### config.mk
export PLATFORM = sky130hd
export DESIGN_NAME = ansi_text_terminal_engine
export DESIGN_NICKNAME = d
export VERILOG_FILES = /design/src/sv/atte_pkg.sv /design/src/sv/atte_front.sv /design/src/sv/atte_cmd_queue.sv /design/src/sv/atte_back.sv /design/src/sv/ansi_text_terminal_engine.sv
export VERILOG_INCLUDE_DIRS = /design/src /design/src/sv
export SDC_FILE = /design/constraint.sdc
export NUM_CORES = 1
export LEC_CHECK = 0
export ABC_AREA = 1
export BUFFER_PORTS_ARGS = -buffer_cell sky130_fd_sc_hd__buf_4
export CAP_MARGIN = 15
export CORE_UTILIZATION = 60
export DETAILED_ROUTE_END_ITERATION = 16
export PLACE_DENSITY = 0.79
export SKIP_CTS_REPAIR_TIMING = 1
export SLEW_MARGIN = 20
export SYNTH_ARGS = -nofsm -noshare
export SYNTH_HDL_FRONTEND = slang
export SYNTH_HIERARCHICAL = 1
export SYNTH_SLANG_ARGS = --single-unit
### constraint.sdc
create_clock -name clk -period 13.72 [get_ports clk]
set_input_delay 1.372 -clock clk [delete_from_list [all_inputs] [get_ports clk]]
set_output_delay 1.372 -clock clk [all_outputs]
set_load 0.05 [all_outputs]
### src/sv/assert_macros.svh
// ----------------------------------------------------------------------------
// Assertion macros
// Shared concurrent assertion forms, clocked on clk and held off by rst_n.
// ----------------------------------------------------------------------------
`ifndef ASSERT_MACROS_SVH
`define ASSERT_MACROS_SVH

// Same-cycle implication.
`define ATTE_ASSERT_IMP(label, ante, cons) \
    label: assert property (@(posedge clk) disable iff (!rst_n) (ante) |-> (cons)) \
        else $error("atte: same-cycle check failed");

// Next-cycle implication.
`define ATTE_ASSERT_NXT(label, ante, cons) \
    label: assert property (@(posedge clk) disable iff (!rst_n) (ante) |=> (cons)) \
        else $error("atte: next-cycle check failed");

`endif

### src/sv/atte_pkg.sv
// ----------------------------------------------------------------------------
// atte_pkg
// Types, codes and constants shared by the terminal engine modules.
// ----------------------------------------------------------------------------
package atte_pkg;

    localparam int MAX_COLS   = 128;
    localparam int MAX_ROWS   = 64;
    localparam int TAB_SPACES = 8;

    localparam int COL_W      = 7;
    localparam int ROW_W      = 6;
    localparam int COLS_CFG_W = 8;
    localparam int ROWS_CFG_W = 7;
    localparam int CFG_W      = 8;
    localparam int REP_W      = (TAB_SPACES > 1) ? $clog2(TAB_SPACES) : 1;

    localparam logic [REP_W-1:0] TAB_LAST = REP_W'(TAB_SPACES - 1);

    // Configuration register indexes.
    localparam logic REG_COLS = 1'b0;
    localparam logic REG_ROWS = 1'b1;

    // Result kinds.
    localparam logic [1:0] KIND_CURSOR  = 2'd0;
    localparam logic [1:0] KIND_CELL    = 2'd1;
    localparam logic [1:0] KIND_CLR_ROW = 2'd2;
    localparam logic [1:0] KIND_CLR_SCR = 2'd3;

    // Commands from the parser to the executor.
    localparam logic [2:0] OP_WRITE = 3'd0;
    localparam logic [2:0] OP_BS    = 3'd1;
    localparam logic [2:0] OP_CR    = 3'd2;
    localparam logic [2:0] OP_LF    = 3'd3;
    localparam logic [2:0] OP_CLS   = 3'd4;

    // Parser modes.
    localparam logic [1:0] MODE_REGULAR = 2'd0;
    localparam logic [1:0] MODE_ESC     = 2'd1;
    localparam logic [1:0] MODE_BRACKET = 2'd2;

    // Character codes.
    localparam logic [7:0] CH_BS     = 8'h08;
    localparam logic [7:0] CH_HT     = 8'h09;
    localparam logic [7:0] CH_LF     = 8'h0A;
    localparam logic [7:0] CH_CR     = 8'h0D;
    localparam logic [7:0] CH_ESC    = 8'h1B;
    localparam logic [7:0] CH_SPACE  = 8'h20;
    localparam logic [7:0] CH_0      = 8'h30;
    localparam logic [7:0] CH_9      = 8'h39;
    localparam logic [7:0] CH_J      = 8'h4A;
    localparam logic [7:0] CH_LBRACK = 8'h5B;
    localparam logic [7:0] CH_M      = 8'h6D;

    // Attribute handling.
    localparam logic [7:0] ATTR_BRIGHT  = 8'h01;
    localparam logic [7:0] COLOUR_MASK  = 8'hF0;
    localparam logic [7:0] SGR_BRIGHT   = 8'd1;
    localparam logic [7:0] SGR_WHITE    = 8'd37;
    localparam logic [7:0] SGR_COL_LO   = 8'd31;
    localparam logic [7:0] SGR_COL_HI   = 8'd36;
    localparam logic [7:0] SGR_COL_BASE = 8'd30;
    localparam logic [7:0] CLS_PARAM    = 8'd2;
    localparam logic [7:0] PARAM_MAX    = 8'd255;

    typedef struct packed {
        logic [2:0]       op;
        logic [7:0]       sym;
        logic [7:0]       attrs;
        logic [REP_W-1:0] rep_last;
    } cmd_t;

    typedef struct packed {
        logic [1:0]       kind;
        logic [ROW_W-1:0] row_addr;
        logic [COL_W-1:0] col_addr;
        logic [7:0]       symbol;
        logic [7:0]       cell_attrs;
        logic [COL_W-1:0] cursor_col;
        logic [ROW_W-1:0] cursor_row;
        logic [ROW_W-1:0] top_row;
        logic             last;
    } res_t;

    // Effective screen size, already limited to the legal range.
    typedef struct packed {
        logic [COLS_CFG_W-1:0] cols;
        logic [ROWS_CFG_W-1:0] rows;
    } screen_cfg_t;

endpackage

### src/sv/atte_front.sv
// ----------------------------------------------------------------------------
// atte_front
// Escape parser: tracks parse mode, parameter and attributes, and turns
// accepted bytes into commands for the executor.
// ----------------------------------------------------------------------------
module atte_front
    import atte_pkg::*;
(
    input  logic       clk,
    input  logic       rst_n,
    input  logic       accept,
    input  logic [7:0] char_in,
    output logic       cmd_push,
    output cmd_t       cmd
);

    logic [1:0]  mode_reg, mode_next;
    logic [7:0]  param_reg, param_next;
    logic [7:0]  attrs_reg, attrs_next;
    logic [11:0] param_prod;
    logic        is_digit;

    assign is_digit   = (char_in >= CH_0) && (char_in <= CH_9);
    // param * 10 + digit, computed as two shifts and adds.
    assign param_prod = ({4'b0, param_reg} << 3) + ({4'b0, param_reg} << 1)
                      + {4'b0, char_in - CH_0};

    always_comb
    begin
        mode_next  = mode_reg;
        param_next = param_reg;
        attrs_next = attrs_reg;
        cmd_push   = 1'b0;
        cmd        = '{op: OP_WRITE, sym: char_in, attrs: attrs_reg, rep_last: '0};
        if (accept)
        begin
            unique case (mode_reg)
                MODE_ESC:
                begin
                    mode_next = (char_in == CH_LBRACK) ? MODE_BRACKET : MODE_REGULAR;
                end
                MODE_BRACKET:
                begin
                    if (is_digit)
                    begin
                        param_next = (param_prod > {4'b0, PARAM_MAX}) ? PARAM_MAX
                                                                      : param_prod[7:0];
                    end
                    else
                    begin
                        mode_next = MODE_REGULAR;
                        if (char_in == CH_M)
                        begin
                            if (param_reg == SGR_BRIGHT || param_reg == SGR_WHITE)
                                attrs_next = attrs_reg | ATTR_BRIGHT;
                            else if (param_reg >= SGR_COL_LO && param_reg <= SGR_COL_HI)
                                attrs_next = (attrs_reg & ~COLOUR_MASK)
                                           | ((param_reg - SGR_COL_BASE) << 4);
                            else
                                attrs_next = '0;
                        end
                        else if (char_in == CH_J && param_reg == CLS_PARAM)
                        begin
                            cmd_push = 1'b1;
                            cmd.op   = OP_CLS;
                        end
                    end
                end
                default:
                begin
                    // The unused mode code behaves as regular.
                    mode_next = MODE_REGULAR;
                    unique case (char_in)
                        CH_ESC:
                        begin
                            param_next = '0;
                            mode_next  = MODE_ESC;
                        end
                        CH_BS:
                        begin
                            cmd_push = 1'b1;
                            cmd.op   = OP_BS;
                        end
                        CH_CR:
                        begin
                            cmd_push = 1'b1;
                            cmd.op   = OP_CR;
                        end
                        CH_LF:
                        begin
                            cmd_push = 1'b1;
                            cmd.op   = OP_LF;
                        end
                        CH_HT:
                        begin
                            cmd_push     = 1'b1;
                            cmd.sym      = CH_SPACE;
                            cmd.rep_last = TAB_LAST;
                        end
                        default:
                        begin
                            cmd_push = 1'b1;
                        end
                    endcase
                end
            endcase
        end
    end

    always_ff @(posedge clk or negedge rst_n)
    begin
        if (!rst_n)
        begin
            mode_reg  <= MODE_REGULAR;
            param_reg <= '0;
            attrs_reg <= '0;
        end
        else
        begin
            mode_reg  <= mode_next;
            param_reg <= param_next;
            attrs_reg <= attrs_next;
        end
    end

endmodule

### src/sv/atte_cmd_queue.sv
// ----------------------------------------------------------------------------
// atte_cmd_queue
// Two-entry command queue between the parser and the executor.
// ----------------------------------------------------------------------------
module atte_cmd_queue
    import atte_pkg::*;
(
    input  logic clk,
    input  logic rst_n,
    input  logic push,
    input  cmd_t din,
    input  logic pop,
    output logic full,
    output logic valid,
    output cmd_t dout
);

    cmd_t       mem_reg [2];
    logic       wr_ptr_reg, rd_ptr_reg;
    logic [1:0] count_reg, count_next;
    logic       do_pop;

    assign full   = (count_reg == 2'd2);
    assign valid  = (count_reg != 2'd0);
    assign dout   = mem_reg[rd_ptr_reg];
    assign do_pop = pop && valid;

    always_comb
    begin
        count_next = count_reg;
        if (push && !do_pop)
            count_next = count_reg + 2'd1;
        else if (!push && do_pop)
            count_next = count_reg - 2'd1;
    end

    always_ff @(posedge clk or negedge rst_n)
    begin
        if (!rst_n)
        begin
            wr_ptr_reg <= 1'b0;
            rd_ptr_reg <= 1'b0;
            count_reg  <= '0;
        end
        else
        begin
            count_reg <= count_next;
            if (push)
                wr_ptr_reg <= ~wr_ptr_reg;
            if (do_pop)
                rd_ptr_reg <= ~rd_ptr_reg;
        end
    end

    always_ff @(posedge clk)
    begin
        if (push)
            mem_reg[wr_ptr_reg] <= din;
    end

endmodule

### src/sv/atte_back.sv
// ----------------------------------------------------------------------------
// atte_back
// Executor: owns the cursor and top offset, carries out one command step a
// cycle while the output queue has room, and holds the results in that
// two-entry output queue.
module atte_back
    import atte_pkg::*;
(
    input  logic        clk,
    input  logic        rst_n,
    input  screen_cfg_t cfg,
    input  logic        byte_taken,
    input  logic        cmd_valid,
    input  cmd_t        cmd,
    output logic        cmd_pop,
    input  logic        res_pop,
    output logic        res_empty,
    output res_t        res
);

    logic [COL_W-1:0] col_reg, col_next, col_c;
    logic [ROW_W-1:0] row_reg, row_next, row_c;
    logic [ROW_W-1:0] top_reg, top_next, top_c;
    logic [REP_W-1:0] rep_reg, rep_next;
    logic             clr_pend_reg, clr_pend_next;
    logic [ROW_W-1:0] clr_row_reg, clr_row_next;
    logic             clr_last_reg, clr_last_next;

    logic [COLS_CFG_W-1:0] cols_m1;
    logic [ROWS_CFG_W-1:0] rows_m1;
    logic [ROWS_CFG_W-1:0] top_sum, addr_sum;
    logic [ROW_W-1:0]      top_wrap, cell_addr;
    logic                  col_at_end, row_at_bottom, final_w;

    res_t       q_reg [2];
    logic       q_wr_reg, q_rd_reg;
    logic [1:0] q_count_reg, q_count_next;
    logic       can_emit, emit, q_pop;
    res_t       res_new;

    // A shrunk screen limits the stored cursor and offset when a step starts.
    assign cols_m1 = cfg.cols - 1'b1;
    assign rows_m1 = cfg.rows - 1'b1;
    assign col_c   = ({1'b0, col_reg} > cols_m1) ? cols_m1[COL_W-1:0] : col_reg;
    assign row_c   = ({1'b0, row_reg} > rows_m1) ? rows_m1[ROW_W-1:0] : row_reg;
    assign top_c   = ({1'b0, top_reg} >= cfg.rows) ? '0 : top_reg;

    assign col_at_end    = ({1'b0, col_c} == cols_m1);
    assign row_at_bottom = ({1'b0, row_c} == rows_m1);

    assign top_sum  = {1'b0, top_c} + 7'd1;
    assign top_wrap = (top_sum == cfg.rows) ? '0 : top_sum[ROW_W-1:0];

    // Both terms are below the row count, so one subtract folds the ring.
    assign addr_sum  = {1'b0, top_c} + {1'b0, row_c};
    assign cell_addr = (addr_sum >= cfg.rows) ? ROW_W'(addr_sum - cfg.rows)
                                              : addr_sum[ROW_W-1:0];

    assign final_w  = (rep_reg == cmd.rep_last);
    assign can_emit = (q_count_reg != 2'd2);

    always_comb
    begin
        // Every taken byte limits the state, also one that makes no command.
        col_next      = byte_taken ? col_c : col_reg;
        row_next      = byte_taken ? row_c : row_reg;
        top_next      = byte_taken ? top_c : top_reg;
        rep_next      = rep_reg;
        clr_pend_next = clr_pend_reg;
        clr_row_next  = clr_row_reg;
        clr_last_next = clr_last_reg;
        emit          = 1'b0;
        cmd_pop       = 1'b0;
        res_new       = '0;
        if (can_emit)
        begin
            if (clr_pend_reg)
            begin
                emit             = 1'b1;
                res_new.kind     = KIND_CLR_ROW;
                res_new.row_addr = clr_row_reg;
                res_new.last     = clr_last_reg;
                clr_pend_next    = 1'b0;
                cmd_pop          = clr_last_reg;
            end
            else if (cmd_valid)
            begin
                emit     = 1'b1;
                col_next = col_c;
                row_next = row_c;
                top_next = top_c;
                unique case (cmd.op)
                    OP_WRITE:
                    begin
                        res_new.kind       = KIND_CELL;
                        res_new.row_addr   = cell_addr;
                        res_new.col_addr   = col_c;
                        res_new.symbol     = cmd.sym;
                        res_new.cell_attrs = cmd.attrs;
                        res_new.last       = final_w;
                        cmd_pop            = final_w;
                        rep_next           = final_w ? '0 : rep_reg + 1'b1;
                        if (col_at_end)
                        begin
                            col_next = '0;
                            if (row_at_bottom)
                            begin
                                top_next      = top_wrap;
                                clr_pend_next = 1'b1;
                                clr_row_next  = top_c;
                                clr_last_next = final_w;
                                res_new.last  = 1'b0;
                                cmd_pop       = 1'b0;
                            end
                            else
                            begin
                                row_next = row_c + 1'b1;
                            end
                        end
                        else
                        begin
                            col_next = col_c + 1'b1;
                        end
                    end
                    OP_BS:
                    begin
                        res_new.kind = KIND_CURSOR;
                        res_new.last = 1'b1;
                        cmd_pop      = 1'b1;
                        if (col_c != '0)
                        begin
                            col_next = col_c - 1'b1;
                        end
                        else if (row_c != '0)
                        begin
                            row_next = row_c - 1'b1;
                            col_next = cols_m1[COL_W-1:0];
                        end
                    end
                    OP_CR:
                    begin
                        res_new.kind = KIND_CURSOR;
                        res_new.last = 1'b1;
                        cmd_pop      = 1'b1;
                        col_next     = '0;
                    end
                    OP_LF:
                    begin
                        res_new.last = 1'b1;
                        cmd_pop      = 1'b1;
                        if (row_at_bottom)
                        begin
                            res_new.kind     = KIND_CLR_ROW;
                            res_new.row_addr = top_c;
                            top_next         = top_wrap;
                        end
                        else
                        begin
                            res_new.kind = KIND_CURSOR;
                            row_next     = row_c + 1'b1;
                        end
                    end
                    OP_CLS:
                    begin
                        res_new.kind = KIND_CLR_SCR;
                        res_new.last = 1'b1;
                        cmd_pop      = 1'b1;
                        col_next     = '0;
                        row_next     = '0;
                        top_next     = '0;
                    end
                    default:
                    begin
                        res_new.kind = KIND_CURSOR;
                        res_new.last = 1'b1;
                        cmd_pop      = 1'b1;
                    end
                endcase
            end
        end
        res_new.cursor_col = col_next;
        res_new.cursor_row = row_next;
        res_new.top_row    = top_next;
    end

    // Output queue.
    assign res_empty = (q_count_reg == 2'd0);
    assign res       = q_reg[q_rd_reg];
    assign q_pop     = res_pop && !res_empty;

    always_comb
    begin
        q_count_next = q_count_reg;
        if (emit && !q_pop)
            q_count_next = q_count_reg + 2'd1;
        else if (!emit && q_pop)
            q_count_next = q_count_reg - 2'd1;
    end

    always_ff @(posedge clk or negedge rst_n)
    begin
        if (!rst_n)
        begin
            col_reg      <= '0;
            row_reg      <= '0;
            top_reg      <= '0;
            rep_reg      <= '0;
            clr_pend_reg <= 1'b0;
            clr_last_reg <= 1'b0;
            q_wr_reg     <= 1'b0;
            q_rd_reg     <= 1'b0;
            q_count_reg  <= '0;
        end
        else
        begin
            col_reg      <= col_next;
            row_reg      <= row_next;
            top_reg      <= top_next;
            rep_reg      <= rep_next;
            clr_pend_reg <= clr_pend_next;
            clr_last_reg <= clr_last_next;
            q_count_reg  <= q_count_next;
            if (emit)
                q_wr_reg <= ~q_wr_reg;
            if (q_pop)
                q_rd_reg <= ~q_rd_reg;
        end
    end

    always_ff @(posedge clk)
    begin
        clr_row_reg <= clr_row_next;
        if (emit)
            q_reg[q_wr_reg] <= res_new;
    end

endmodule

### src/sv/ansi_text_terminal_engine.sv
// ----------------------------------------------------------------------------
// ansi_text_terminal_engine
// Terminal byte interpreter that drives an external character store.
// ----------------------------------------------------------------------------
//
//   Channel   Direction  Handshake               Beat
//   --------  ---------  ----------------------  ---------------------------
//   input     in         push / full             char_in
//   result    out        empty / pop             kind .. last, nine fields
//   config    in         cfg_we (no wait)        cfg_index, cfg_wdata
//
// A byte is taken every cycle while the command queue has room. The executor
// emits one result beat per cycle while the output queue has room; a plain
// byte costs one beat, a tab eight, a write that scrolls one more; the executor
// sets the sustained rate. A result beat passes the command and output queues,
// both registered. All control state clears on rst_n; screen size returns to
// 80 by 25. Either side may stall on its own: the two-entry queues absorb it.
//
// The design splits into a parser (escape modes, parameter, attributes), a
// two-entry command queue, and an executor that owns the cursor and the ring
// offset of the top row and buffers its results in a two-entry queue.
// Attributes travel with each write command, so an attribute change that is
// parsed while older writes are still queued does not reach those writes.
// ----------------------------------------------------------------------------
`include "assert_macros.svh"

module ansi_text_terminal_engine
    import atte_pkg::*;
(
    input  logic                  clk,
    input  logic                  rst_n,
    // Byte input.
    input  logic                  push,
    output logic                  full,
    input  logic [7:0]            char_in,
    // Configuration writes.
    input  logic                  cfg_we,
    input  logic                  cfg_index,
    input  logic [CFG_W-1:0]      cfg_wdata,
    // Results.
    output logic                  empty,
    input  logic                  pop,
    output logic [1:0]            kind,
    output logic [ROW_W-1:0]      row_addr,
    output logic [COL_W-1:0]      col_addr,
    output logic [7:0]            symbol,
    output logic [7:0]            cell_attrs,
    output logic [COL_W-1:0]      cursor_col,
    output logic [ROW_W-1:0]      cursor_row,
    output logic [ROW_W-1:0]      top_row,
    output logic                  last
);

    // The stored screen size is the effective one: zero reads as one and anything
    // above the maximum is held there; rows use only the low seven data bits.
    screen_cfg_t cfg_reg;
    logic [ROWS_CFG_W-1:0] rows_wdata;

    logic accept;
    logic front_push;
    cmd_t front_cmd;
    logic cmd_valid;
    logic cmd_pop;
    cmd_t head_cmd;
    res_t res;

    assign accept     = push && !full;
    assign rows_wdata = cfg_wdata[ROWS_CFG_W-1:0];

    always_ff @(posedge clk or negedge rst_n)
    begin
        if (!rst_n)
        begin
            cfg_reg.cols <= COLS_CFG_W'(80);
            cfg_reg.rows <= ROWS_CFG_W'(25);
        end
        else if (cfg_we)
        begin
            unique case (cfg_index)
                REG_COLS:
                begin
                    if (cfg_wdata == '0)
                        cfg_reg.cols <= COLS_CFG_W'(1);
                    else if (cfg_wdata > COLS_CFG_W'(MAX_COLS))
                        cfg_reg.cols <= COLS_CFG_W'(MAX_COLS);
                    else
                        cfg_reg.cols <= cfg_wdata;
                end
                default:
                begin
                    if (rows_wdata == '0)
                        cfg_reg.rows <= ROWS_CFG_W'(1);
                    else if (rows_wdata > ROWS_CFG_W'(MAX_ROWS))
                        cfg_reg.rows <= ROWS_CFG_W'(MAX_ROWS);
                    else
                        cfg_reg.rows <= rows_wdata;
                end
            endcase
        end
    end

    atte_front u_front
    (
        .clk      (clk),
        .rst_n    (rst_n),
        .accept   (accept),
        .char_in  (char_in),
        .cmd_push (front_push),
        .cmd      (front_cmd)
    );

    atte_cmd_queue u_cmd_queue
    (
        .clk   (clk),
        .rst_n (rst_n),
        .push  (front_push),
        .din   (front_cmd),
        .pop   (cmd_pop),
        .full  (full),
        .valid (cmd_valid),
        .dout  (head_cmd)
    );

    atte_back u_back
    (
        .clk        (clk),
        .rst_n      (rst_n),
        .cfg        (cfg_reg),
        .byte_taken (accept),
        .cmd_valid  (cmd_valid),
        .cmd        (head_cmd),
        .cmd_pop    (cmd_pop),
        .res_pop    (pop),
        .res_empty  (empty),
        .res        (res)
    );

    assign kind       = res.kind;
    assign row_addr   = res.row_addr;
    assign col_addr   = res.col_addr;
    assign symbol     = res.symbol;
    assign cell_attrs = res.cell_attrs;
    assign cursor_col = res.cursor_col;
    assign cursor_row = res.cursor_row;
    assign top_row    = res.top_row;
    assign last       = res.last;

    // The parser only hands over commands for bytes that were taken, and a
    // command handed over is at the queue head, or behind it, in the cycle after.
    `ATTE_ASSERT_IMP(a_push_only_on_accept, front_push, accept)
    `ATTE_ASSERT_NXT(a_cmd_lands, front_push, cmd_valid)
    // Fields that carry no meaning for a kind read as zero.
    `ATTE_ASSERT_IMP(a_non_cell_zero, !empty && kind != KIND_CELL,
        col_addr == '0 && symbol == '0 && cell_attrs == '0)
    // A screen clear homes the cursor and the ring offset.
    `ATTE_ASSERT_IMP(a_clear_screen_home, !empty && kind == KIND_CLR_SCR,
        cursor_col == '0 && cursor_row == '0 && top_row == '0 && row_addr == '0)

endmodule

==> results.tsv <==
stage	metric	value	unit
run_status	status	complete, no violations	
final_layout	Antenna Cells	0	
final_layout	filler cell count	1727	
sta	Final TNS setup	0	ps
sta	Fin. Hold Viols	0	
setup_path	Setup crit end kind	flop	
synth	post-synthesis sequential area ratio	47.0	%
routing	routed via count	10556	
sta	Final period util	43.6	%
sta	worst hold slack	477	ps
clock_tree	CTS buffer count	24	
synth	most common cell in the netlist	nand2_1	
clock_tree	clock tree buffer depth	3	
sta	Max Clock Freq	167	MHz
routing	Iteration-0 DRC Markers	853	
setup_path	Crit Path Max Fanout	25	
worst_hold_path	worst min path class	reg2reg	
placed_design	PortBufs	74	
synth	largest area contributor in the netlist	edfxtp_1	
clock_tree	CTS tree	yes	
placed_design	Post-DP Area	0.0138	mm²
final_layout	post-route cell area	0.0146	mm²
setup_path	WP data required	13960	ps
final_layout	final cell count without fillers	1947	
synth	YS warnings	6	
setup_path	Startpoint Class	flop	
synth	commonest cells in the netlist	nand2_1 (544), inv_1 (182), edfxtp_1 (152), nor2_1 (120), nand3_1 (109)	
setup_path	R2R Setup Slk	7740	ps
synth	Post-synth ARST share	29.0	%
final_layout	multi-input logic area	0.00595	mm²
routing	Wirelength per Cell	15.1	µm
synth	Yosys cell types	55	
synth	syn avg cell area	8.22	µm²
synth	top cell type's share of synthesized area	35.1	%
routing	routed wire length	29400	µm
clock_tree	worst skew pair latency	530	ps
floorplan	die width	149	µm
global_routing	pin count of the biggest net entering global routing	63	
placed_design	routability cong.	0.935	
global_routing	number of global-route vias before repair	9786	
routing	DR WL met2	13900	µm
floorplan	core box area	0.0212	mm²
placed_design	Cells after DPL	1903	
placed_design	post-DP HPWL	20900	µm
synth	Post-Syn Area	0.0130	mm²
global_routing	first-pass GRT wire length	48500	µm
setup_path	CP Class	reg2reg	
clock_tree	TritonCTS sink count	214	
routing	Met3 Wirelength	1620	µm
clock_tree	Clock Tree Root	clkbuf_16	
final_layout	Layout area overhead	12.1	%
final_layout	nets@finish	1745	
routing	Pre-antenna DRT Iters	5	
synth	Seq cells post-synth	214	
sta	RSZ-0062 raised after global routing	false	
final_layout	sequential cell area	0.00612	mm²
routing	Detail Route Antenna Nets	0	
sta	Fin Clk Skew	13.8	ps
floorplan	IO Count	75	
sta	Final Max Slew Viols	0	
sta	max_slew headroom	36.0	%
global_routing	Congestion Overflow GR	0	
routing	WL met1	13300	µm
floorplan	die footprint	0.0223	mm²
clock_tree	number of H-tree levels	1	
setup_path	crit path launch	cfg_reg[0]	
sta	Final setup viols	0	
global_routing	initial antenna violation count	0	
routing	Via density	5.42	
synth	top cells by area, synth	edfxtp_1 (35%), nand2_1 (16%), dfrtp_1 (11%), ha_1 (5.9%), inv_1 (5.2%)	
worst_hold_path	hold wc startpoint	u_cmd_queue/count_reg[1]	
global_routing	gr usage total	27.4	%
floorplan	Initial Util	61.5	%
synth	Mapped Cells	1583	
setup_path	reg2reg start	cfg_reg[0]	
final_layout	layout cells sized above 1	12.4	%
floorplan	row count	53	
final_layout	Largest register FFs	102	
routing	uppermost layer routed	met4	
sta	Worst-Margin Slew	958	ps
setup_path	crit path DAT	6220	ps
synth	number of synthesized flops with an enable pin	152	
sta	final worst path period need	5980	ps
clock_tree	clock slew at reported path FFs	60	ps
floorplan	height of the chip	149	µm
job	max_cap viols	0	
synth	ys flop type	edfxtp_1	
routing	DRC Markers	0	
==> cell type report <==
class / count / share of cell area, %
Multi-Input combinational cell: 1133 / 40.8
Clock inverter: 9 / 0.849
Tap cell: 275 / 2.36
Clock buffer: 35 / 4.75
Timing Repair Buffer: 80 / 4.12
Sequential cell: 214 / 42.0
Inverter: 201 / 5.19
==> placed cells by master (no fill, tap or decap), drive strengths merged, types with 3 or more instances in the layout <==
| cell | n |
|---|---|
| edfxtp | 152 |
| nand4 | 20 |
| dfstp | 5 |
| dfrtp | 57 |
| and2 | 3 |
| o21ai | 71 |
| clkinv | 6 |
| nor3 | 6 |
| fa | 8 |
| clkbuf | 35 |
| buf | 80 |
| a21oi | 61 |
| a22oi | 5 |
| nand3 | 116 |
| inv | 200 |
| nand2 | 565 |
| nor2 | 145 |
| nand3b | 9 |
| xnor2 | 10 |
| o21bai | 4 |
| ha | 61 |
| xor2 | 26 |
| conb | 3 |
==> final timing paths <==
| check | to | cells past startpoint |
|---|---|---|
| max in group asynchronous | u_back/row_reg[0] | 1 |
| worst max register to register | u_back/q_reg[1][46] | 24 |
| min in group asynchronous | cfg_reg[5] | 1 |
| worst min register to register | u_cmd_queue/count_reg[1] | 2 |
| worst min-delay path | u_cmd_queue/count_reg[1] | 2 |
| worst max-delay path | u_back/q_reg[1][46] | 24 |
==> logic make-up after synthesis <==
| kind of cell | share of synthesized area, % |
|---|---|
| adders and majority gates | 7.10 |
| DFF | 47.0 |
| AOI/OAI and AO/OA | 6.95 |
| xor gates and xnor gates | 2.42 |
| buffers and inverters | 7.41 |
| other | 0.0288 |
| and+or+nand+nor | 29.0 |
==> per-layer routing <==
metal	GRT usage, %	vias to the layer above
met4	7.50	0
met2	45.0	308
met1	38.6	4944
met5	0	-
met3	3.24	41
li1	-	5263
==> metrics by stage <==
| stage | worst slack [ps] | utilization (%) |
|---|---|---|
| final | 7740 | 69.0 |
| after global routing | 7350 | 69.0 |
| after CTS | 7840 | 69.0 |
| after detailed placement | 7890 | 65.1 |
| after global placement | 8160 | 65.1 |
| after floorplan | 8670 | - |
==> critical path: stages, from the launching register on <==
cell      delay (ps)
dfstp_2          590
inv_1            150
ha_1             310
xnor2_1          350
ha_1             340
nand2_1           60
nand3b_1         180
nand3_4          250
o21ai_2          350
inv_1            160
ha_1             240
fa_1             400
nand3_1           90
and2_1           160
xor2_1           250
inv_1             70
ha_1             330
inv_1            100
o21bai_1          80
a221oi_1         280
nand3_1          290
inv_1            220
a21oi_1           80
a22oi_1          200
o21ai_0          140
Power is not shown: default switching activity piles up to over one toggle a cycle in this logic, so the estimate is an artifact.
